==> config.mk <==
export PLATFORM = sky130hd
export DESIGN_NAME = dtpw_queue
export DESIGN_NICKNAME = d
export VERILOG_FILES = /design/src/rtl/dtpw_pkg.sv /design/src/rtl/dtpw_queue.sv
export SDC_FILE = /design/constraint.sdc
export NUM_CORES = 1
export LEC_CHECK = 0
export BUFFER_PORTS_ARGS = -buffer_cell sky130_fd_sc_hd__buf_2
export CORE_UTILIZATION = 41
export DETAILED_ROUTE_END_ITERATION = 7
export PLACE_DENSITY_LB_ADDON = 0.08
export SLEW_MARGIN = 20
export SYNTH_ARGS = -nofsm -noshare
export SYNTH_HDL_FRONTEND = slang
export SYNTH_SLANG_ARGS = --single-unit
==> constraint.sdc <==
create_clock -name clock -period 4.7 [get_ports clock]
set_input_delay 0.47 -clock clock [delete_from_list [all_inputs] [get_ports clock]]
set_output_delay 0.47 -clock clock [all_outputs]
set_load 0.02 [all_outputs]
==> src/rtl/dtpw_pkg.sv <==
// ----------------------------------------------------------------------------
// dtpw_pkg: shared types and constants of the depth-tested pixel writer
// Sizes of the color and depth stores, command format between the front and
// the back, and the operation, outcome and register codes.
// ----------------------------------------------------------------------------
package dtpw_pkg;

   // store geometry
   localparam int MAX_DIM     = 256;
   localparam int DEPTH_BITS  = 24;
   localparam int COORD_BITS  = $clog2(MAX_DIM);
   localparam int STORE_SIZE  = MAX_DIM * MAX_DIM;
   localparam int ADDR_BITS   = $clog2(STORE_SIZE);

   // field widths of the ports
   localparam int OPCODE_BITS    = 2;
   localparam int COORD_IN_BITS  = 16;
   localparam int IN_DEPTH_BITS  = 24;
   localparam int CHAN_BITS      = 8;
   localparam int COLOR_BITS     = 32;
   localparam int OUTCOME_BITS   = 2;
   localparam int DIM_BITS       = 9;
   localparam int CFG_INDEX_BITS = 2;
   localparam int CFG_DATA_BITS  = 32;

   // derived widths
   localparam int DIMC_BITS = COORD_BITS + 1;
   localparam int DIMW_BITS = (DIM_BITS > DIMC_BITS) ? DIM_BITS : DIMC_BITS;
   localparam int CMP_BITS  = (COORD_IN_BITS > DIMC_BITS) ? COORD_IN_BITS : DIMC_BITS;
   localparam int PROD_BITS = COORD_BITS + DIMC_BITS;
   localparam int ZW_BITS   = (IN_DEPTH_BITS > DEPTH_BITS) ? IN_DEPTH_BITS : DEPTH_BITS;

   // queue between front and back
   localparam int QUEUE_DEPTH = 2;
   localparam int QPTR_BITS   = 1;
   localparam int QCNT_BITS   = 2;

   // reset values of the registers
   localparam logic [DIM_BITS-1:0]   FRAME_DIM_RESET  = DIM_BITS'(256);
   localparam logic [COLOR_BITS-1:0] BACKGROUND_RESET = '0;

   // depth limits
   localparam logic signed [DEPTH_BITS-1:0] DEPTH_LOW  = {1'b1, {(DEPTH_BITS-1){1'b0}}};
   localparam logic signed [DEPTH_BITS-1:0] DEPTH_HIGH = {1'b0, {(DEPTH_BITS-1){1'b1}}};

   typedef enum logic [OPCODE_BITS-1:0] {
      OP_WRITE = 2'd0,
      OP_TEST  = 2'd1,
      OP_CLEAR = 2'd2
   } opcode_type;

   typedef enum logic [OUTCOME_BITS-1:0] {
      OUT_WRITTEN    = 2'd0,
      OUT_DEPTH_FAIL = 2'd1,
      OUT_OUTSIDE    = 2'd2,
      OUT_CLEARED    = 2'd3
   } outcome_type;

   typedef enum logic [CFG_INDEX_BITS-1:0] {
      REG_FRAME_WIDTH     = 2'd0,
      REG_FRAME_HEIGHT    = 2'd1,
      REG_BACKGROUND_RGBA = 2'd2
   } reg_index_type;

   // what the back has to do with a queued command
   typedef enum logic [1:0] {
      KIND_DROP  = 2'd0,
      KIND_WRITE = 2'd1,
      KIND_TEST  = 2'd2,
      KIND_CLEAR = 2'd3
   } kind_type;

   typedef struct packed {
      kind_type                       kind;
      logic [ADDR_BITS-1:0]           addr;
      logic signed [DEPTH_BITS-1:0]   depth;
      logic [COLOR_BITS-1:0]          color;
   } cmd_type;

   typedef struct packed {
      logic [DIM_BITS-1:0]   frame_width;
      logic [DIM_BITS-1:0]   frame_height;
      logic [COLOR_BITS-1:0] background_rgba;
   } cfg_type;

   // queue state as seen by front and back
   typedef struct packed {
      logic full;
      logic empty;
   } queue_status_type;

   // dimension limited to the store size
   function automatic logic [DIMC_BITS-1:0] clamp_dim(input logic [DIM_BITS-1:0] d);
      logic [DIMW_BITS-1:0] dw;
      dw = DIMW_BITS'(d);
      if (dw > DIMW_BITS'(MAX_DIM)) begin
         return DIMC_BITS'(MAX_DIM);
      end
      return DIMC_BITS'(dw);
   endfunction

   // fragment depth saturated to the stored depth range
   function automatic logic signed [DEPTH_BITS-1:0] sat_depth(
      input logic signed [IN_DEPTH_BITS-1:0] z);
      logic signed [ZW_BITS-1:0] zw;
      logic signed [ZW_BITS-1:0] lo;
      logic signed [ZW_BITS-1:0] hi;
      zw = ZW_BITS'(z);
      lo = ZW_BITS'(DEPTH_LOW);
      hi = ZW_BITS'(DEPTH_HIGH);
      if (zw < lo) begin
         return DEPTH_LOW;
      end
      if (zw > hi) begin
         return DEPTH_HIGH;
      end
      return DEPTH_BITS'(zw);
   endfunction

endpackage

==> src/rtl/dtpw_queue.sv <==
// ----------------------------------------------------------------------------
// dtpw_queue: command queue between front and back
// Two-entry FIFO of classified commands so that intake and execution stall
// independently.
// ----------------------------------------------------------------------------
module dtpw_queue (
   input  logic                        clock,
   input  logic                        reset,
   input  logic                        push,
   input  dtpw_pkg::cmd_type           push_cmd,
   input  logic                        pop,
   output dtpw_pkg::cmd_type           head_cmd,
   output dtpw_pkg::queue_status_type  q_status
);
   import dtpw_pkg::*;

   cmd_type              slot_ff [QUEUE_DEPTH];
   logic [QPTR_BITS-1:0] wr_ptr_ff;
   logic [QPTR_BITS-1:0] wr_ptr_in;
   logic [QPTR_BITS-1:0] rd_ptr_ff;
   logic [QPTR_BITS-1:0] rd_ptr_in;
   logic [QCNT_BITS-1:0] count_ff;
   logic [QCNT_BITS-1:0] count_in;

   assign head_cmd       = slot_ff[rd_ptr_ff];
   assign q_status.full  = (count_ff == QCNT_BITS'(QUEUE_DEPTH));
   assign q_status.empty = (count_ff == '0);

   // pointer and fill update
   always_comb begin
      wr_ptr_in = wr_ptr_ff;
      rd_ptr_in = rd_ptr_ff;
      count_in  = count_ff;
      if (push) begin
         wr_ptr_in = (wr_ptr_ff == QPTR_BITS'(QUEUE_DEPTH - 1)) ? '0 : wr_ptr_ff + 1'b1;
      end
      if (pop) begin
         rd_ptr_in = (rd_ptr_ff == QPTR_BITS'(QUEUE_DEPTH - 1)) ? '0 : rd_ptr_ff + 1'b1;
      end
      if (push & ~pop) begin
         count_in = count_ff + 1'b1;
      end else if (pop & ~push) begin
         count_in = count_ff - 1'b1;
      end
   end

   always_ff @(posedge clock) begin
      if (reset) begin
         wr_ptr_ff <= '0;
         rd_ptr_ff <= '0;
         count_ff  <= '0;
      end else begin
         wr_ptr_ff <= wr_ptr_in;
         rd_ptr_ff <= rd_ptr_in;
         count_ff  <= count_in;
      end
   end

   // entry storage
   always_ff @(posedge clock) begin
      if (push) begin
         slot_ff[wr_ptr_ff] <= push_cmd;
      end
   end

endmodule

==> impl_metrics.ini, run 1 <==
[cells_and_area]
syn2layout_area_growth_pct = 25.7
finish.utilization_pct = 52.8
stdcell_area_um2 = 7000
fin_nets = 497
n_antenna_cell = 0
finalNonFillerCells = 607
drive_above_1_share_pct = 59.4
final.fill_count = 1154

[min_path]
worst_hold_path_type = input port to flop

[synthesis]
post-synth-top-area-cell = edfxtp_1
ys_warn_count = 0
async_reset_ff_share_pct = 0
netlist_top_cells_area = edfxtp_1 80%, mux2_2 15%, dfxtp_1 1.8%
synthMostInstantiatedCell = edfxtp_1
postSynthNetCount = 331
synth_cells = 252
postSynthAreaPerCell_um2 = 22.1
synthesis.area_um2 = 5570
synth_cell_type_count = 17
synth_register_bits = 153
post_synth_most_frequent_cells = 148 x edfxtp_1, 74 x mux2_2, 6 x buf_6
yosys_most_used_dff = edfxtp_1
synth_sequential_area_ratio_pct = 81.7
synth_top_area_share_pct = 79.9
synth-edff-count = 148

[timing]
max-slew-margin-rel_pct = 30.7
total_negative_setup_slacks_ns = 0
setup_violations = 0
worst-slew-pin-transition_ns = 1.04
final-hold-violation-count = 0
timing.final.crit_share_pct = 53.7
fmax_mhz = 397
finalMaxSlewViolations = 0
holdWs_ns = 0.248
worst_clock_skew_ns = 0.00394
post-route-min-period_ns = 2.52
setup_ws_ns = 2.18
rsz0062_at_grt = false

[placement]
dpl.hpwl_um = 5710
dpl_cell_area_um2 = 6500
pre_cts_ws_ns = 2.53
place.gp.congestion = 0.666
numPortBuffers = 153
dp.cells = 575

[drt]
drt_drc_violations_left = 0
drt_first_pass_iters = 4
postRouteWirelength_um = 9490
avgRoutedWirePerCell_um = 15.6
drtIter0Drc = 184
dr_vias = 2819
final_antenna_net_count = 0
routed_via_density = 4.64

[global_routing]
grt_first_pass_wirelength_um = 14700
grt_overflow = 0
grt_antenna_before_repair = 1
grt_use_total_pct = 14.4
first_global_vias = 2949
grt_max_degree = 75

[pwr]
total_power_per_unit_cell_area_nw_per_um2 = 448
power.combinational.fraction_pct = 11.2
cell_internal_power_dissipation_mw = 2.42
worst_ir_drop_vdd_mv = 0.221
p_leak_nw = 2.63
clkPwrFrac_pct = 36.6
sequentialPowerShare_pct = 52.2
finalPower_mw = 3.13
sw_frac_of_total_pct = 22.6
switching_power_mw = 0.708

[cts]
tritoncts_num_sinks = 153
postCtsSetupBuffers = 0
post_cts_hold_buffer_count = 0
number_of_clock_buffers_inserted_by_tritoncts = 17
clock_tree.root_cell = clkbuf_16
maximum_root_to_sink_buffer_count = 2
cts_tree = built
cts_repair_resize_count = 0
htree_levels = 4
clock_slew_at_the_register_clock_pins_of_the_worst_setup_and_hold_paths_ns = 0.05
clock_insertion_delay_worst_skew_ns = 0.41

[outcome]
run_status = complete, no violations

[floorplanning]
core-area_um2 = 13200
initial_core_util_pct = 42.0
chipWidth_um = 119
row_count = 42
fp.dieH_um = 119
design.portCount = 154
floorplan.die_area_um2 = 14000

[worst_setup_path]
timing.critical_path.from_type = flop
timing_worst_setup_path_type = flop to output port
cp.arrival_ns = 2.05
cp.required_ns = 4.23
critical_path.endpoint_type = output port
critPathMaxFanout = 74

[job]
count_of_max_cap_constraint_violations = 0
-- path summary, 6_finish.rpt --
path                     start             end  slack, ns  cells past startpoint
setup reg to reg     wr_ptr_ff  slot_ff[1][16]       3.01                      1
hold / removal    push_cmd[60]  slot_ff[0][60]       0.25                      1
setup / recovery          flop    head_cmd[53]       2.18                      2
hold reg to reg      rd_ptr_ff       rd_ptr_ff       0.51                      2
-- per-layer routing --
metal	vias up	global-route usage, %	part of all wire [%]
li1	1326	-	-
met1	1386	16.6	42
met2	93	23.6	50
met3	14	5.07	6.0
met4	0	7.36	1.6
met5	-	0	0
-- cell families (layout without fill, tap and decap cells) --
family | count (synthesis) | in the layout | synth area share [%]
compound gates | 2 | 2 | 0.180
xor+xnor | 4 | 4 | 0.630
fa+ha+maj | 1 | 1 | 0.225
buf+inv | 9 | 188 | 1.51
flops | 153 | 153 | 81.7
mux | 74 | 74 | 15.0
simple gates | 9 | 9 | 0.832
-- registers in the layout (all words and copies together) (netlist names), named ones only --
register and flops:
count_ff 2, wr_ptr_ff 1, slot_ff 148, rd_ptr_ff 1
-- final cells by class --
cell class	instances	area, um^2	area share (%)
flip-flops and latches	153	4550	65.0
multi-input cells	90	947	13.5
repair buffers	155	781	11.2
clock buffers	26	469	6.70
well taps	176	220	3.15
clock inverters	6	28.8	0.411
inverters	1	3.75	0.0536
-- cells in the final DEF, fill, tap and decap left out --
cell type / netlist / final
clkbuf_8: 0 / 1
nor2b_4: 0 / 1
buf_2: 1 / 153
inv_1: 1 / 1
clkbuf_16: 0 / 17
dfxtp_4: 0 / 1
clkinv_1: 0 / 1
xor2_1: 2 / 2
and2_4: 0 / 1
edfxtp_1: 148 / 148
dfxtp_1: 5 / 4
a21oi_1: 1 / 1
buf_4: 1 / 2
ha_1: 1 / 1
mux2_2: 74 / 74
clkbuf_1: 0 / 8
nor2_1: 5 / 5
clkinv_2: 0 / 5
o21ai_0: 1 / 1
or3_1: 1 / 1
and2b_2: 1 / 1
xnor2_1: 2 / 2
-- critical path, cell delays in order (launching register included) --
cell	delay, ns
dfxtp_4	1.03
mux2_2	0.44
buf_2	0.16
-- power groups by stage --
stage | clock network, mW | logic [mW] | registers [mW]
global route | 1.23 | 0.376 | 1.65
CTS | 1.18 | 0.358 | 1.64
global placement | 0 | 0.356 | 1.66
floorplan | 0 | 0.252 | 1.64
finish | 1.15 | 0.350 | 1.64
detailed placement | 0 | 0.357 | 1.67
Note: power is estimated with default switching activity, not from simulation.
==> run 2: changes to the inputs <==
==> constraint.sdc (replaced) <==
create_clock -name clock -period 2.1 [get_ports clock]
set_input_delay 0.21 -clock clock [delete_from_list [all_inputs] [get_ports clock]]
set_output_delay 0.21 -clock clock [all_outputs]
set_load 0.02 [all_outputs]
==> run 2 against run 1 <==
  * Critical path type unchanged
  * Clock skew increased by 0.0034 ns
  * Critical path depth increased by 1
  * Routed wire length increased by 7.4%
  * Global-route usage increased by 1.2 points
  * Die area unchanged
==> impl_metrics.ini, run 2 (synthesis gave the netlist of run 1 again) <==
[global_routing]
first_global_vias = 3342
grt_antenna_before_repair = 0
grt_use_total_pct = 15.6
grt_overflow = 0
grt_first_pass_wirelength_um = 16200
grt_max_degree = 45

[timing]
total_negative_setup_slacks_ns = 0
finalMaxSlewViolations = 0
setup_violations = 0
fmax_mhz = 546
timing.final.crit_share_pct = 87.3
worst_clock_skew_ns = 0.00736
worst-slew-pin-transition_ns = 0.429
rsz0062_at_grt = false
max-slew-margin-rel_pct = 71.4
post-route-min-period_ns = 1.83
final-hold-violation-count = 0

[pwr]
total_power_per_unit_cell_area_nw_per_um2 = 907
clkPwrFrac_pct = 35.3
p_leak_nw = 2.97
switching_power_mw = 1.60
cell_internal_power_dissipation_mw = 5.49
worst_ir_drop_vdd_mv = 0.504
sequentialPowerShare_pct = 50.9
power.combinational.fraction_pct = 13.9
sw_frac_of_total_pct = 22.6

[placement]
dpl.hpwl_um = 6270
numPortBuffers = 153
dpl_cell_area_um2 = 6580
dp.cells = 581
place.gp.congestion = 0.679

[worst_setup_path]
critPathMaxFanout = 21
critical-path-max-stage-delay_ns = 0.39
cp.required_ns = 1.89
crit_chain = buf_4 -> mux2_2 -> buf_2
critical_path.endpoint_type = output port
slowest_stage = mux2_2
cp.arrival_ns = 1.62
timing.critical_path.from_type = flop
timing_worst_setup_path_type = flop to output port
reg2regPathDepth = 2
reg_to_reg_slack_setup_ns = 0.66

[cts]
clock_insertion_delay_worst_skew_ns = 0.41
clock_slew_at_the_register_clock_pins_of_the_worst_setup_and_hold_paths_ns = 0.05
post_cts_hold_buffer_count = 75
tritoncts_num_sinks = 153
cts_tree = built
cts_repair_resize_count = 0
number_of_clock_buffers_inserted_by_tritoncts = 17
maximum_root_to_sink_buffer_count = 2
clock_tree.root_cell = clkbuf_16
htree_levels = 4
postCtsSetupBuffers = 0

[cells_and_area]
reg_with_most_ffs = slot_ff
stdcell_area_um2 = 7810
mostFrequentLayoutCells = 153 x buf_2, 148 x edfxtp_1, 75 x dlygate4sd3_1
commonest_non_fill_non_tap_cell_in_the_layout = buf_2
regs_by_ff_count = slot_ff (148), count_ff (2)
fin_nets = 578
syn2layout_area_growth_pct = 40.4
n_antenna_cell = 0
drive_above_1_share_pct = 51.0
finalNonFillerCells = 686
max_reg_flops = 148

[drt]
postRouteWirelength_um = 10200
routed_via_density = 4.51
dr_vias = 3093
drt_drc_violations_left = 0
final_antenna_net_count = 0
drt_first_pass_iters = 4
avgRoutedWirePerCell_um = 14.9
drtIter0Drc = 157

[floorplanning]
chipWidth_um = 119
core-area_um2 = 13200
floorplan.die_area_um2 = 14000
row_count = 42
fp.dieH_um = 119
initial_core_util_pct = 42.0
design.portCount = 154

[job]
count_of_max_cap_constraint_violations = 0

[min_path]
holdPathStages = 3
worst_hold_path_type = input port to flop

[outcome]
run_status = complete, no violations
-- run 2: per-layer routing --
| layer | vias to the layer above | part of all wire, % | GRT usage [%] |
|---|---|---|---|
| li1 | 1493 | - | - |
| met1 | 1496 | 42 | 18.2 |
| met2 | 92 | 51 | 25.8 |
| met3 | 12 | 6.3 | 6.18 |
| met4 | 0 | 1.4 | 6.17 |
| met5 | - | 0 | 0 |
-- run 2: worst max-delay path, delay by kind of cell (launching register included) --
kind                   cells  cell delay (ns)
buffers and inverters      2             0.46
muxes                      1             0.39
DFF                        1             0.36
-- run 2: area by class of cell --
cell class              instances  area (um^2)
well taps                     176          220
clock buffers                  24          452
clock inverters                 6         27.5
flip-flops and latches        153         4550
multi-input cells              90          947
repair buffers                236         1610
inverters                       1         3.75
fillers                      1090         5430
-- run 2: power by group through the flow --
stage | Sequential [mW] | Clock, mW | Combinational [mW]
2_1_floorplan | 3.66 | 0 | 0.566
3_3_place_gp | 3.66 | 0 | 0.882
3_5_place_dp | 3.67 | 0 | 0.887
4_1_cts | 3.61 | 2.57 | 1.00
5_1_grt | 3.62 | 2.70 | 1.06
6_report | 3.61 | 2.50 | 0.982
-- run 2: path summary, 6_finish.rpt --
check	start	endpoint
setup / recovery	flop	head_cmd[41]
hold reg to reg	count_ff[1]	count_ff[1]
hold / removal	pop	rd_ptr_ff
setup reg to reg	wr_ptr_ff	slot_ff[1][25]
-- run 2: through the flow --
stage,setup slack (ns),util [%],power [mW],hold WS (ns)
after floorplan,0.235,-,4.23,0.279
after global placement,0.665,49.7,4.54,0.398
after detailed placement,0.624,49.7,4.56,0.401
after CTS,0.237,59.0,7.17,0.0710
after global routing,0.193,59.0,7.38,0.153
final,0.268,59.0,7.09,0.0914
==> run 3: changes to the inputs <==
--- a/config.mk
+++ b/config.mk
@@ -5,9 +5,9 @@
 export SDC_FILE = /design/constraint.sdc
 export NUM_CORES = 1
 export LEC_CHECK = 0
-export BUFFER_PORTS_ARGS = -buffer_cell sky130_fd_sc_hd__buf_2
 export CORE_UTILIZATION = 41
 export DETAILED_ROUTE_END_ITERATION = 7
+export DONT_BUFFER_PORTS = 1
 export PLACE_DENSITY_LB_ADDON = 0.08
 export SLEW_MARGIN = 20
 export SYNTH_ARGS = -nofsm -noshare
==> run 3 against run 2 <==
  * Combinational power shrank 20%
  * First-iteration DRC count shrank 20%
  * Sequential cell count is the same
  * Critical path type unchanged
  * Largest cell class unchanged
==> impl_metrics.ini, run 3 (synthesis gave the netlist of run 1 again) <==
[outcome]
run_status = complete, no violations

[global_routing]
first_global_vias = 2828
groute.layer.met3.usage_pct = 5.36
grt_first_pass_wirelength_um = 14700
globalRouteMet2Util_pct = 23.6
grt_use_total_pct = 14.3
grt_antenna_before_repair = 0
grt_use_met1_pct = 16.0
grt_overflow = 0
grt_max_degree = 60
grt.busiest_layer = met2

[timing]
worst_clock_skew_ns = 0.00667
post-route-min-period_ns = 1.82
total_negative_setup_slacks_ns = 0
rsz0062_at_grt = false
setup_violations = 0
final-hold-violation-count = 0
fmax_mhz = 548
worst-slew-pin-transition_ns = 0.461
finalMaxSlewViolations = 0
timing.final.crit_share_pct = 86.9
max-slew-margin-rel_pct = 69.3

[cells_and_area]
commonest_non_fill_non_tap_cell_in_the_layout = edfxtp_1
regs_by_ff_count = slot_ff (148), count_ff (2)
syn2layout_area_growth_pct = 29.6
final.fill_count = 1078
fin_nets = 427
reg_with_most_ffs = slot_ff
drive_above_1_share_pct = 31.6
max_reg_flops = 148
n_antenna_cell = 0
mostFrequentLayoutCells = 148 x edfxtp_1, 78 x dlygate4sd3_1, 74 x mux2_2

[cts]
cts_tree = built
post_cts_hold_buffer_count = 78
clock_insertion_delay_worst_skew_ns = 0.41
clock_slew_at_the_register_clock_pins_of_the_worst_setup_and_hold_paths_ns = 0.06
tritoncts_num_sinks = 153
maximum_root_to_sink_buffer_count = 2
cts_repair_resize_count = 0
clock_tree.root_cell = clkbuf_16
htree_levels = 4
number_of_clock_buffers_inserted_by_tritoncts = 17
postCtsSetupBuffers = 0

[worst_setup_path]
critPathMaxFanout = 34
timing_worst_setup_path_type = flop to output port
timing.critical_path.from_type = flop
cp.arrival_ns = 1.61
cp.required_ns = 1.89
critical_path.endpoint_type = output port
reg2reg_from = wr_ptr_ff

[floorplanning]
design.portCount = 154
core-area_um2 = 13200
chipWidth_um = 119
floorplan.die_area_um2 = 14000
row_count = 42
initial_core_util_pct = 42.0
fp.dieH_um = 119

[placement]
numPortBuffers = 0
place.gp.congestion = 0.643

[min_path]
hold_path_startpoint = push
worst_hold_path_type = input port to flop

[pwr]
worst_ir_drop_vdd_mv = 0.546
p_leak_nw = 2.44
total_power_per_unit_cell_area_nw_per_um2 = 1040
finalPower_mw = 7.49

[drt]
postRouteWirelength_um = 9500
avgRoutedWirePerCell_um = 17.7
routed_via_density = 4.84
dr_vias = 2600
drt_drc_violations_left = 0
final_antenna_net_count = 0
drtIter0Drc = 126
drt_first_pass_iters = 4

[job]
count_of_max_cap_constraint_violations = 0
run 3: layout make-up:
cell class	count	area, um^2	area share, %
Inverter	1	3.75	0.0520
Clock buffer	19	433	6.00
Tap cell	176	220	3.05
Timing Repair Buffer	85	883	12.2
Sequential cell	153	4550	63.1
Clock inverter	13	178	2.46
Multi-Input combinational cell	90	947	13.1
run 3: metrics by stage:
stage	hold WS, ns	instances	setup slack (ns)	area, um^2	utilization [%]
finish	0.154	537	0.276	7210	54.5
global route	0.161	537	0.182	7210	54.5
floorplan	0.279	252	0.235	5570	-
CTS	0.133	537	0.215	7210	54.5
global placement	0.276	427	0.641	5820	44.0
detailed placement	0.275	427	0.635	5820	44.0
run 3: where the power goes:
part	total [mW]	switching, mW	leakage [nW]	internal, mW
Combinational	0.790	0.479	0.713	0.312
Sequential	3.61	0.0462	1.43	3.56
Clock	3.09	1.11	0.298	1.98
run 3: final timing paths:
check	slack, ns	endpoint	cells past startpoint
hold reg to reg	0.50	count_ff[1]	2
setup reg to reg	0.65	slot_ff[1][64]	2
hold / removal	0.15	count_ff[0]	3
setup / recovery	0.28	head_cmd[35]	2
run 3: critical path, cell delays in order, from the launching register on:
cell     delay, ns
dfxtp_4       0.35
buf_4         0.39
mux2_2        0.46
run 3: layer usage:
layer | routed length (um) | part of all wire, % | vias up
li1 | - | - | 1191
met1 | 3930 | 41 | 1302
met2 | 4720 | 50 | 93
met3 | 676 | 7.1 | 14
met4 | 172 | 1.8 | 0
met5 | 0 | 0 | -
