### config.mk
export PLATFORM = sky130hd
export DESIGN_NAME = dtpw_front_flat
export DESIGN_NICKNAME = d
export VERILOG_FILES = /design/src/rtl/dtpw_pkg.sv /design/src/rtl/dtpw_if.sv /design/src/rtl/dtpw_front.sv /design/src/flat_wrapper.sv
export SDC_FILE = /design/constraint.sdc
export NUM_CORES = 1
export LEC_CHECK = 0
export BUFFER_PORTS_ARGS = -buffer_cell sky130_fd_sc_hd__buf_4
export CAP_MARGIN = 20
export CORE_MARGIN = 2
export CORE_UTILIZATION = 35
export DETAILED_ROUTE_END_ITERATION = 12
export PLACE_DENSITY = 0.66
export SYNTH_ARGS = -nofsm -noshare
export SYNTH_HDL_FRONTEND = slang
export SYNTH_SLANG_ARGS = --single-unit
### constraint.sdc
create_clock -name vclk -period 12
set_clock_uncertainty 0.05 [all_clocks]
set_input_delay 2.4 -clock vclk [all_inputs]
set_output_delay 2.4 -clock vclk [all_outputs]
set_load 0.02 [all_outputs]
### src/rtl/dtpw_pkg.sv
// ----------------------------------------------------------------------------
// dtpw_pkg: shared types and constants of the depth-tested pixel writer
// Sizes of the color and depth stores, command format between the front and
// the back, and the operation, outcome and register codes.
// ----------------------------------------------------------------------------
package dtpw_pkg;

   // store geometry
   localparam int MAX_DIM     = 256;
   localparam int DEPTH_BITS  = 24;
   localparam int COORD_BITS  = $clog2(MAX_DIM);
   localparam int STORE_SIZE  = MAX_DIM * MAX_DIM;
   localparam int ADDR_BITS   = $clog2(STORE_SIZE);

   // field widths of the ports
   localparam int OPCODE_BITS    = 2;
   localparam int COORD_IN_BITS  = 16;
   localparam int IN_DEPTH_BITS  = 24;
   localparam int CHAN_BITS      = 8;
   localparam int COLOR_BITS     = 32;
   localparam int OUTCOME_BITS   = 2;
   localparam int DIM_BITS       = 9;
   localparam int CFG_INDEX_BITS = 2;
   localparam int CFG_DATA_BITS  = 32;

   // derived widths
   localparam int DIMC_BITS = COORD_BITS + 1;
   localparam int DIMW_BITS = (DIM_BITS > DIMC_BITS) ? DIM_BITS : DIMC_BITS;
   localparam int CMP_BITS  = (COORD_IN_BITS > DIMC_BITS) ? COORD_IN_BITS : DIMC_BITS;
   localparam int PROD_BITS = COORD_BITS + DIMC_BITS;
   localparam int ZW_BITS   = (IN_DEPTH_BITS > DEPTH_BITS) ? IN_DEPTH_BITS : DEPTH_BITS;

   // queue between front and back
   localparam int QUEUE_DEPTH = 2;
   localparam int QPTR_BITS   = 1;
   localparam int QCNT_BITS   = 2;

   // reset values of the registers
   localparam logic [DIM_BITS-1:0]   FRAME_DIM_RESET  = DIM_BITS'(256);
   localparam logic [COLOR_BITS-1:0] BACKGROUND_RESET = '0;

   // depth limits
   localparam logic signed [DEPTH_BITS-1:0] DEPTH_LOW  = {1'b1, {(DEPTH_BITS-1){1'b0}}};
   localparam logic signed [DEPTH_BITS-1:0] DEPTH_HIGH = {1'b0, {(DEPTH_BITS-1){1'b1}}};

   typedef enum logic [OPCODE_BITS-1:0] {
      OP_WRITE = 2'd0,
      OP_TEST  = 2'd1,
      OP_CLEAR = 2'd2
   } opcode_type;

   typedef enum logic [OUTCOME_BITS-1:0] {
      OUT_WRITTEN    = 2'd0,
      OUT_DEPTH_FAIL = 2'd1,
      OUT_OUTSIDE    = 2'd2,
      OUT_CLEARED    = 2'd3
   } outcome_type;

   typedef enum logic [CFG_INDEX_BITS-1:0] {
      REG_FRAME_WIDTH     = 2'd0,
      REG_FRAME_HEIGHT    = 2'd1,
      REG_BACKGROUND_RGBA = 2'd2
   } reg_index_type;

   // what the back has to do with a queued command
   typedef enum logic [1:0] {
      KIND_DROP  = 2'd0,
      KIND_WRITE = 2'd1,
      KIND_TEST  = 2'd2,
      KIND_CLEAR = 2'd3
   } kind_type;

   typedef struct packed {
      kind_type                       kind;
      logic [ADDR_BITS-1:0]           addr;
      logic signed [DEPTH_BITS-1:0]   depth;
      logic [COLOR_BITS-1:0]          color;
   } cmd_type;

   typedef struct packed {
      logic [DIM_BITS-1:0]   frame_width;
      logic [DIM_BITS-1:0]   frame_height;
      logic [COLOR_BITS-1:0] background_rgba;
   } cfg_type;

   // queue state as seen by front and back
   typedef struct packed {
      logic full;
      logic empty;
   } queue_status_type;

   // dimension limited to the store size
   function automatic logic [DIMC_BITS-1:0] clamp_dim(input logic [DIM_BITS-1:0] d);
      logic [DIMW_BITS-1:0] dw;
      dw = DIMW_BITS'(d);
      if (dw > DIMW_BITS'(MAX_DIM)) begin
         return DIMC_BITS'(MAX_DIM);
      end
      return DIMC_BITS'(dw);
   endfunction

   // fragment depth saturated to the stored depth range
   function automatic logic signed [DEPTH_BITS-1:0] sat_depth(
      input logic signed [IN_DEPTH_BITS-1:0] z);
      logic signed [ZW_BITS-1:0] zw;
      logic signed [ZW_BITS-1:0] lo;
      logic signed [ZW_BITS-1:0] hi;
      zw = ZW_BITS'(z);
      lo = ZW_BITS'(DEPTH_LOW);
      hi = ZW_BITS'(DEPTH_HIGH);
      if (zw < lo) begin
         return DEPTH_LOW;
      end
      if (zw > hi) begin
         return DEPTH_HIGH;
      end
      return DEPTH_BITS'(zw);
   endfunction

endpackage

### src/rtl/dtpw_if.sv
// ----------------------------------------------------------------------------
// dtpw_if: channel interfaces of the depth-tested pixel writer
// Request channel (operation, coordinates, depth, color) and response channel
// (outcome), each a valid/ready channel with source and sink views.
// ----------------------------------------------------------------------------
interface dtpw_req_if;
   import dtpw_pkg::*;

   logic                            valid;
   logic                            ready;
   logic [OPCODE_BITS-1:0]          opcode;
   logic signed [COORD_IN_BITS-1:0] pixel_x;
   logic signed [COORD_IN_BITS-1:0] pixel_y;
   logic signed [IN_DEPTH_BITS-1:0] depth_value;
   logic [CHAN_BITS-1:0]            red;
   logic [CHAN_BITS-1:0]            green;
   logic [CHAN_BITS-1:0]            blue;
   logic [CHAN_BITS-1:0]            alpha;

   modport source (
      output valid, opcode, pixel_x, pixel_y, depth_value, red, green, blue, alpha,
      input  ready
   );
   modport sink (
      input  valid, opcode, pixel_x, pixel_y, depth_value, red, green, blue, alpha,
      output ready
   );
endinterface


### src/rtl/dtpw_front.sv
// ----------------------------------------------------------------------------
// dtpw_front: request intake and classification
// Checks the coordinates against the active frame, forms the store address
// y * width + x, saturates the depth and pushes one command per beat.
// ----------------------------------------------------------------------------
module dtpw_front (
   input  dtpw_pkg::cfg_type          cfg,
   input  dtpw_pkg::queue_status_type q_status,
   input  logic                       init_busy,
   dtpw_req_if.sink                   req,
   output logic                       push,
   output dtpw_pkg::cmd_type          push_cmd
);
   import dtpw_pkg::*;

   logic [DIMC_BITS-1:0] width_c;
   logic [DIMC_BITS-1:0] height_c;
   logic                 x_ok;
   logic                 y_ok;
   logic [PROD_BITS-1:0] addr_full;

   // no intake while the store is swept after reset or the queue is full
   assign req.ready = ~q_status.full & ~init_busy;
   assign push      = req.valid & req.ready;

   // frame check and address
   always_comb begin
      width_c   = clamp_dim(cfg.frame_width);
      height_c  = clamp_dim(cfg.frame_height);
      x_ok      = ~req.pixel_x[COORD_IN_BITS-1]
                  & (CMP_BITS'($unsigned(req.pixel_x)) < CMP_BITS'(width_c));
      y_ok      = ~req.pixel_y[COORD_IN_BITS-1]
                  & (CMP_BITS'($unsigned(req.pixel_y)) < CMP_BITS'(height_c));
      addr_full = PROD_BITS'(req.pixel_y[COORD_BITS-1:0]) * PROD_BITS'(width_c)
                  + PROD_BITS'(req.pixel_x[COORD_BITS-1:0]);
   end

   // command build
   always_comb begin
      push_cmd.addr  = addr_full[ADDR_BITS-1:0];
      push_cmd.depth = sat_depth(req.depth_value);
      push_cmd.color = {req.red, req.green, req.blue, req.alpha};
      case (opcode_type'(req.opcode))
         OP_WRITE: begin
            push_cmd.kind = (x_ok & y_ok) ? KIND_WRITE : KIND_DROP;
         end
         OP_TEST: begin
            push_cmd.kind = (x_ok & y_ok) ? KIND_TEST : KIND_DROP;
         end
         OP_CLEAR: begin
            push_cmd.kind = KIND_CLEAR;
         end
         default: begin
            push_cmd.kind = KIND_DROP;
         end
      endcase
   end

endmodule

### src/flat_wrapper.sv
// flat-port wrapper written by rule: the top's interface ports become plain ports
module dtpw_front_flat import dtpw_pkg::*;
  (cfg, q_status, init_busy, push, push_cmd, req_valid, req_opcode, req_pixel_x, req_pixel_y, req_depth_value, req_red, req_green, req_blue, req_alpha, req_ready);
  dtpw_req_if req_i ();
  input  dtpw_pkg::cfg_type cfg;
  input  dtpw_pkg::queue_status_type q_status;
  input  logic init_busy;
  output logic push;
  output dtpw_pkg::cmd_type push_cmd;
  input wire logic [$bits(req_i.valid)-1:0] req_valid;
  input wire logic [$bits(req_i.opcode)-1:0] req_opcode;
  input wire logic [$bits(req_i.pixel_x)-1:0] req_pixel_x;
  input wire logic [$bits(req_i.pixel_y)-1:0] req_pixel_y;
  input wire logic [$bits(req_i.depth_value)-1:0] req_depth_value;
  input wire logic [$bits(req_i.red)-1:0] req_red;
  input wire logic [$bits(req_i.green)-1:0] req_green;
  input wire logic [$bits(req_i.blue)-1:0] req_blue;
  input wire logic [$bits(req_i.alpha)-1:0] req_alpha;
  output wire logic [$bits(req_i.ready)-1:0] req_ready;
  assign req_i.valid = req_valid;
  assign req_i.opcode = req_opcode;
  assign req_i.pixel_x = req_pixel_x;
  assign req_i.pixel_y = req_pixel_y;
  assign req_i.depth_value = req_depth_value;
  assign req_i.red = req_red;
  assign req_i.green = req_green;
  assign req_i.blue = req_blue;
  assign req_i.alpha = req_alpha;
  assign req_ready = req_i.ready;
  dtpw_front u_core (.cfg(cfg), .q_status(q_status), .init_busy(init_busy), .req(req_i), .push(push), .push_cmd(push_cmd));
endmodule
==> metrics.yaml, run 1 <==
synth:
  postSynthAreaPerCell_um2: 7.92
  ys_types: 47
  synth_cells: 443
  ys_warn_count: 0
  syn-cell-area_um2: 3510
  seq_area_frac_synth_pct: 0
  syn-num-nets: 688
timing:
  grt_setup_unrepaired: "false"
  hold_viol_final: 0
  max_freq_mhz: 103
  tns_ns: 0
  post-route-period-util_pct: 80.9
  maxSlewViolCount: 0
  worst_pin_slew_ns: 0.686
  slew_headroom_pct: 54.2
  setup_violations: 0
  period_minus_slack_ns: 9.71
  hold-worst-slack_ns: 4.75
place:
  gp_congestion: 0.810
  placement.io_buffers: 75
  post-dp-hpwl_mm: 6.68
finish:
  drive_gt1_share_pct: 18.6
  regArea_um2: 0
  diodes: 0
  most-common-layout-cells: "92 x inv_1, 75 x buf_4, 52 x ha_1"
  nClkBuffers: 0
  fin_nets: 699
  syn_to_final_growth_pct: 10.1
  seq_cell_count: 0
  final_common_cell: "inv_1"
route:
  drc: 0
  routed_wl_mm: 7.44
  ant_nets: 0
  avgViaCountPerCell: 4.77
  drt_iter0_markers: 87
  first_pass_iters: 4
  avgRoutedWirePerCell_um: 12.7
  via_count: 2793
pwr:
  peakVddDrop_mv: 0.0610
  power.leakage_nw: 2.02
  power.density_nw_per_um2: 99.1
  totalPowerFinal_mw: 0.383
status:
  status: "finished clean"
global_routing:
  grt_first_pass_wirelength_mm: 12.8
  grt_max_degree: 18
  first_global_vias: 2897
  grt.total_usage_pct: 13.7
  grt_overflow_total: 0
  antenna_found_initial: 0
setup_path:
  critPathLaunchType: "input pin"
  crit_required_ns: 9.55
  critical_path_class: "in -> out"
  crit_path_max_fanout: 17
  worst_ep_arrival_time_ns: 7.26
  endpoint_kind: "primary output"
cts:
  post_cts_buffers: 0
  cts_resized: 0
  postCtsHoldBufs: 0
job:
  drv_cap: 0
floorplanning:
  die_height_um: 104
  rows: 36
  core_area_um2: 9770
  start_util_pct: 35.9
  dieArea_um2: 10800
  io_pins: 220
  die_w_um: 104
worst_hold_path:
  hp-class: "in -> out"
==> where the power goes <==
part           internal, mW  switching [mW]  leakage, nW
registers                 0               0            0
clock network             0               0            0
logic                 0.171           0.212         2.02
total                 0.171           0.212         2.02
==> critical path, stage by stage <==
cell and delay [ns]:
buf_4 0.17, nor2b_1 0.54, nand2_1 0.17, fa_1 0.53
inv_1 0.05, fa_1 0.52, inv_1 0.05, fa_1 0.47
fa_1 0.56, inv_1 0.04, ha_1 0.35, a21o_1 0.21
a221oi_2 0.33, a21oi_1 0.23, nor4b_1 0.31, a311o_1 0.17
buf_4 0.14
==> per-stage QoR <==
stage          instances  instance area [um^2]  util, %  setup slack, ns
6_report             585                  3860     39.5             2.29
2_1_floorplan        443                  3510        -             2.89
3_3_place_gp         585                  3860     39.5             2.34
3_5_place_dp         585                  3860     39.5             2.22
4_1_cts              585                  3860     39.5             2.22
5_1_grt              585                  3860     39.5             1.89
==> synth_stat cells, types with 3 or more instances <==
cell / count / area, um^2
fa_1: 49 / 981
a21o_1: 3 / 22.5
nand2_1: 40 / 150
clkbuf_1: 30 / 113
o21a_1: 3 / 22.5
a21oi_1: 12 / 60.1
buf_4: 32 / 240
and3_1: 3 / 18.8
and2_1: 44 / 275
xnor2_1: 11 / 96.3
nor3_1: 7 / 35.0
inv_1: 92 / 345
o211ai_1: 3 / 22.5
ha_1: 52 / 651
nor2_1: 9 / 33.8
nor2b_1: 12 / 75.1
o21ai_0: 4 / 20.0
==> area by class of cell <==
type,count,area [um^2]
Inverter,93,349
Timing Repair Buffer,75,563
Fill cell,1032,5910
Tap cell,133,166
Multi-Input combinational cell,284,2780
==> layer usage <==
layer,share of wire (%),track usage (%),up-vias
li1,-,-,1340
met1,42,16.9,1353
met2,50,25.4,78
met3,5.7,1.57,22
met4,1.6,2.90,0
met5,0,0,-
==> cell families (layout without fill, tap and decap cells) <==
group | Yosys count | in the layout | synth area share (%)
multiplexers | 2 | 2 | 0.571
AO/OA/AOI/OAI | 40 | 40 | 9.27
AND/OR/NAND/NOR | 129 | 129 | 20.0
adder cells (fa/ha/maj) | 101 | 101 | 46.5
XOR/XNOR | 12 | 12 | 3.00
buffers and inverters | 159 | 168 | 20.7
==> final timing paths <==
kind	slack [ns]	to	from	cells past startpoint
hold / removal	4.75	push_cmd[13]	req_blue[5]	0
setup / recovery	2.29	push_cmd[70]	cfg[49]	17
Note: power is estimated with default switching activity, not from simulation.
==> inputs of run 2 (changes only) <==
--- a/config.mk
+++ b/config.mk
@@ -5,12 +5,13 @@
 export SDC_FILE = /design/constraint.sdc
 export NUM_CORES = 1
 export LEC_CHECK = 0
+export ABC_AREA = 1
 export BUFFER_PORTS_ARGS = -buffer_cell sky130_fd_sc_hd__buf_4
 export CAP_MARGIN = 20
 export CORE_MARGIN = 2
 export CORE_UTILIZATION = 35
 export DETAILED_ROUTE_END_ITERATION = 12
-export PLACE_DENSITY = 0.66
+export PLACE_DENSITY = 0.69
 export SYNTH_ARGS = -nofsm -noshare
 export SYNTH_HDL_FRONTEND = slang
 export SYNTH_SLANG_ARGS = --single-unit
==> constraint.sdc (replaced) <==
create_clock -name vclk -period 8
set_clock_uncertainty 0.05 [all_clocks]
set_input_delay 1.6 -clock vclk [all_inputs]
set_output_delay 1.6 -clock vclk [all_outputs]
set_load 0.02 [all_outputs]
==> run 2 against run 1 <==
Compared with the run above: die area is 1.3% lower; hold slack worse by 1.6 ns; flip-flop and latch count stayed put; largest cell class unchanged; routed wire length is 11% higher; highest routed layer unchanged; clock-buffer cell count stayed put; power is 49% higher.
==> metrics.yaml, run 2 <==
timing:
  max_freq_mhz: 130
  fin_ws_ns: 0.286  # -2.01 ns
  hold-worst-slack_ns: 3.15  # -1.60 ns
  hold_viol_final: 0  # unchanged
  post-route-period-util_pct: 96.4
  slew_headroom_pct: 74.7  # +21 points
  maxSlewViolCount: 0  # unchanged
  setup_violations: 0  # unchanged
  tns_ns: 0  # unchanged
  period_minus_slack_ns: 7.71
  worst_pin_slew_ns: 0.377  # -0.309 ns
global_routing:
  first_global_vias: 3241  # +12%
  grt.total_usage_pct: 16.6  # +3.0 points
  grt_overflow_total: 0  # unchanged
  antenna_found_initial: 0  # unchanged
  grt_first_pass_wirelength_mm: 14.3  # +12%
  grt_max_degree: 12  # -6
synth:
  syn-num-nets: 738  # +7.3%
  synth_cells: 493  # +11%
  postSynthAreaPerCell_um2: 7.02  # -11%
  syn-cell-area_um2: 3460  # -1.3%
  seq_area_frac_synth_pct: 0  # unchanged
  yosysMostFrequentCell: "inv_1"
  synth_top_area_share_pct: 28.3  # +0.37 points
  synth_top_cells_by_count: "117 x inv_1, 88 x nand2_1, 59 x nor2_1"
  yosysTopAreaCell: "fa_1"
  ys_warn_count: 0  # unchanged
  yosys-top-cells-area: "fa_1 28%, ha_1 19%, inv_1 13%"
  ys_types: 34  # -28%
route:
  avgRoutedWirePerCell_um: 12.8  # +0.87%
  avgViaCountPerCell: 4.66  # -2.4%
  via_count: 3001  # +7.4%
  first_pass_iters: 4  # unchanged
  ant_nets: 0  # unchanged
  drc: 0  # unchanged
  drt_iter0_markers: 127  # +46%
  routed_wl_mm: 8.26  # +11%
place:
  postPlaceCellArea_um2: 3860  # about the same
  post-dp-hpwl_mm: 7.35  # +10%
  gp_congestion: 0.860  # +6.1%
  dp_slack_ns: 0.252  # -1.97 ns
  dp.cells: 644  # +10%
  placement.io_buffers: 75  # unchanged
finish:
  fin_nets: 758  # +8.4%
  layoutNonFillerInstCount: 644  # +10%
  diodes: 0  # unchanged
  most-common-layout-cells: "117 x inv_1, 88 x nand2_1, 77 x buf_4"
  syn_to_final_growth_pct: 11.6
  final_common_cell: "inv_1"
  nClkBuffers: 0  # unchanged
  seq_cell_count: 0  # unchanged
  multiInputGateArea_um2: 2660  # -4.4%
  regArea_um2: 0  # unchanged
  n_fill_cell: 1018  # -1.4%
  fin_util_pct: 39.9  # +0.39 points
  postLayoutCellArea_um2: 3860  # about the same
  drive_gt1_share_pct: 19.8  # +1.2 points
pwr:
  peakVddDrop_mv: 0.0722  # +18%
  power.leakage_nw: 2.25  # +12%
  power.density_nw_per_um2: 148  # +49%
  totalPowerFinal_mw: 0.572  # +49%
setup_path:
  critPathLaunchType: "input pin"
  worst_ep_arrival_time_ns: 6.06  # -1.20 ns
  critical_path_class: "in -> out"
  crit_path_max_fanout: 4  # -13
  endpoint_kind: "primary output"
  crit_required_ns: 6.35  # -3.20 ns
floorplanning:
  dieArea_um2: 10700  # -1.3%
  die_w_um: 103  # -0.64%
  rows: 36  # unchanged
  start_util_pct: 35.7  # -0.14 points
  die_height_um: 103  # -0.64%
  core_area_um2: 9680  # -0.92%
  io_pins: 220  # unchanged
status:
  status: "finished clean"
worst_hold_path:
  hp-class: "in -> out"
job:
  drv_cap: 0  # unchanged
run 2: changes by cell type in the layout (fill, tap and decap cells not counted), moves of 12 or more:
cell     previous run  this run
nor2_1              9        59
inv_1              92       117
nand2_1            40        88
nor2b_1            12         0
and2_1             44         0
run 2: layout make-up:
cell class,count,area share (%)
inverter,122,11.9
timing repair buffer,77,15.0
multi-input combinational,312,68.9
tap,133,4.31
run 2: per-layer routing:
layer / wire [um] / GRT usage, % / share of wire, % / vias to the layer above
met2: 4090 / 30.4 / 50 / 121
met5: 0 / 0 / 0 / -
met3: 643 / 1.81 / 7.8 / 28
met1: 3310 / 21.0 / 40 / 1401
met4: 212 / 3.64 / 2.6 / 0
li1: - / - / - / 1451
run 2: report_power, final:
group / switching, mW / internal [mW]
registers: 0 / 0
clock network: 0 / 0
logic: 0.337 / 0.235
run 2: kinds of logic after synthesis:
family                     count (synthesis)  share of synthesized area (%)
buffers and inverters                    181                           23.2
xor gates and xnor gates                  14                           3.76
AOI/OAI and AO/OA                         24                           4.88
and+or+nand+nor                          173                           21.0
adders and majority gates                101                           47.1
run 2: worst max-delay path, stage by stage:
cell,delay [ns]
buf_4,0.11
inv_1,0.09
nand2_1,0.06
nor3_1,0.20
a21oi_2,0.13
inv_2,0.09
nand2_2,0.05
inv_1,0.12
nand2_1,0.08
fa_1,0.49
fa_1,0.55
inv_1,0.05
fa_1,0.52
inv_1,0.05
fa_1,0.52
inv_1,0.04
ha_1,0.35
a21oi_2,0.19
o21ai_1,0.12
a21oi_2,0.18
inv_2,0.05
nand3_2,0.06
nand2_2,0.06
xor2_2,0.14
buf_4,0.16
run 2: timing repair:
| action | 4_1_cts | 5_1_grt |
|---|---|---|
| gates resized for setup | 0 | 1 |
| endpoints found under the setup margin | 0 | 1 |
| hold buffers | 0 | 0 |
| setup buffers | 0 | 0 |
run 2: path summary, 6_finish.rpt:
kind                         start           end  slack, ns  depth (start not counted)
worst max-delay path       cfg[47]  push_cmd[68]       0.29                         25
worst min-delay path  req_green[1]  push_cmd[17]       3.15                          0
==> inputs of run 3 (changes only) <==
--- a/config.mk
+++ b/config.mk
@@ -5,13 +5,13 @@
 export SDC_FILE = /design/constraint.sdc
 export NUM_CORES = 1
 export LEC_CHECK = 0
-export ABC_AREA = 1
+export ABC_AREA = 0
 export BUFFER_PORTS_ARGS = -buffer_cell sky130_fd_sc_hd__buf_4
 export CAP_MARGIN = 20
 export CORE_MARGIN = 2
 export CORE_UTILIZATION = 35
 export DETAILED_ROUTE_END_ITERATION = 12
-export PLACE_DENSITY = 0.69
+export PLACE_DENSITY = 0.68
 export SYNTH_ARGS = -nofsm -noshare
 export SYNTH_HDL_FRONTEND = slang
 export SYNTH_SLANG_ARGS = --single-unit
==> run 3 against run 2 <==
Compared with the run above: maximum frequency is 0.64% higher; via count decreased by 5.3%; combinational power rose by 3.7%; routed wire length decreased by 7.9%; cell count shrank 7.5%; non-clock buffer count increased by 9; die area increased by 1.3%; worst setup slack better by 0.049 ns; global-route usage shrank 2.8 points; final area increased by 2.2%; sequential share of layout area is the same; largest cell class unchanged.
==> metrics.yaml, run 3 (synthesized netlist as in run 1, its figures left out) <==
setup_path:
  slowest_delay_ns: 0.56  # about the same
  endpoint_kind: "primary output"
  critical_path_class: "in -> out"
  crit_chain: "buf_4 > nor2b_2 > and2_1 > fa_1 > fa_1 > fa_1 > inv_1 > fa_1 > inv_1 > ha_1 > a21oi_1 > and3b_1 > a2111oi_2 > nor3_1 > xnor2_1 > buf_4"
  worst_ep_arrival_time_ns: 6.01  # -0.05 ns
  crit_buf_inv: 4  # -5
  critPathLaunchType: "input pin"
  crit_path_max_fanout: 9  # +5
  path_delay_family: "adder cells"
  path_common_cell: "fa_1"
  crit_required_ns: 6.35  # about the same
  critPathSlowestCell: "fa_1"
route:
  avgRoutedWirePerCell_um: 12.8  # -0.47%
  via_count: 2842  # -5.3%
  routed_wl_mm: 7.61  # -7.9%
  avgViaCountPerCell: 4.77  # +2.3%
  drt_iter0_markers: 64  # -50%
  drc: 0  # unchanged
  ant_nets: 0  # unchanged
  first_pass_iters: 4  # unchanged
floorplanning:
  start_util_pct: 35.9  # +0.14 points
  die_w_um: 104  # +0.64%
  io_pins: 220  # unchanged
  core_area_um2: 9770  # +0.93%
  rows: 36  # unchanged
  die_height_um: 104  # +0.64%
  dieArea_um2: 10800  # +1.3%
timing:
  tns_ns: 0  # unchanged
  hold_viol_final: 0  # unchanged
  fin_ws_ns: 0.335  # +0.0492 ns
  slew_headroom_pct: 54.3  # -20 points
  period_minus_slack_ns: 7.66  # -0.0492 ns
  maxSlewViolCount: 0  # unchanged
  grt_setup_unrepaired: "false"
  setup_violations: 0  # unchanged
  post-route-period-util_pct: 95.8  # -0.62 points
  worst_pin_slew_ns: 0.669  # +0.291 ns
  max_freq_mhz: 130  # +0.64%
  hold-worst-slack_ns: 3.15  # unchanged
place:
  post-dp-hpwl_mm: 6.79  # -7.7%
  postPlaceCellArea_um2: 3940  # +2.2%
  gp_congestion: 0.833  # -3.1%
  dp.cells: 596  # -7.5%
  dp_slack_ns: 0.153  # -0.0997 ns
  placement.io_buffers: 75  # unchanged
status:
  status: "finished clean"
finish:
  layoutNonFillerInstCount: 596  # -7.5%
  most-common-layout-cells: "92 x inv_1, 86 x buf_4, 52 x ha_1"
  nClkBuffers: 0  # unchanged
  postLayoutCellArea_um2: 3950  # +2.2%
  drive_gt1_share_pct: 21.0  # +1.2 points
  final_common_cell: "inv_1"
  seq_cell_count: 0  # unchanged
  regArea_um2: 0  # unchanged
  syn_to_final_growth_pct: 12.6
  fin_nets: 710  # -6.3%
  diodes: 0  # unchanged
worst_hold_path:
  hp-class: "in -> out"
  hp-start: "req_blue[5]"
  hold_depth: 0  # unchanged
  min_to: "push_cmd[13]"
pwr:
  peakVddDrop_mv: 0.0760  # +5.3%
  power.leakage_nw: 2.08  # -7.9%
  power.density_nw_per_um2: 150  # +1.4%
job:
  drv_cap: 0  # unchanged
global_routing:
  antenna_found_initial: 0  # unchanged
  grt_first_pass_wirelength_mm: 12.9  # -10%
  grt_max_degree: 11  # -1
  first_global_vias: 2896  # -11%
  grt_overflow_total: 0  # unchanged
  grt.total_usage_pct: 13.8  # -2.8 points
cts:
  post_cts_buffers: 0  # unchanged
[run 3: cell types whose count changed in the layout (fill, tap and decap cells not counted), sizes merged, moves of 6 or more]
| cell | before | now |
|---|---|---|
| and2 | 0 | 44 |
| buf | 77 | 86 |
| inv | 122 | 92 |
| nand2 | 93 | 40 |
| nor2 | 60 | 9 |
| nor2b | 0 | 12 |
| xor2 | 7 | 1 |
[run 3: final cells by class]
type | instances | area (um^2)
Fill cell | 995 | 5830
Multi-Input combinational cell | 284 | 2790
Timing Repair Buffer | 86 | 646
Inverter | 93 | 349
Tap cell | 133 | 166
[run 3: worst max-delay path by stage]
stage,from,slack (ns),cells after the start,endpoint
floorplan,cfg[49],0.49,14,push_cmd[71]
global placement,cfg[49],0.22,16,push_cmd[71]
detailed placement,cfg[49],0.15,16,push_cmd[71]
CTS,cfg[49],0.12,16,push_cmd[71]
global route,cfg[49],0.06,16,push_cmd[71]
finish,cfg[49],0.34,16,push_cmd[71]
[run 3: report_power, final]
part / total (mW) / internal (mW) / switching, mW
sequential: 0 / 0 / 0
combinational: 0.593 / 0.272 / 0.321
clock: 0 / 0 / 0
total: 0.593 / 0.272 / 0.321
[run 3: per-layer routing]
layer / global-route usage (%) / vias up / part of all wire (%)
met5: 0 / - / 0
met4: 2.70 / 0 / 1.3
met3: 2.19 / 17 / 7.0
met2: 25.4 / 95 / 51
met1: 17.1 / 1370 / 40
li1: - / 1360 / -
[run 3: stage by stage]
stage	total power, mW	util [%]
after floorplan	0.431	-
after global placement	0.589	40.3
after detailed placement	0.601	40.3
after CTS	0.604	40.3
after global routing	0.665	40.4
final	0.593	40.4
[run 3: timing repair]
item                                   in CTS  in global routing
hold buffers                                0                  0
gates resized for setup                     0                  2
setup endpoints to repair                   0                  4
endpoints found under the hold margin       0                  0
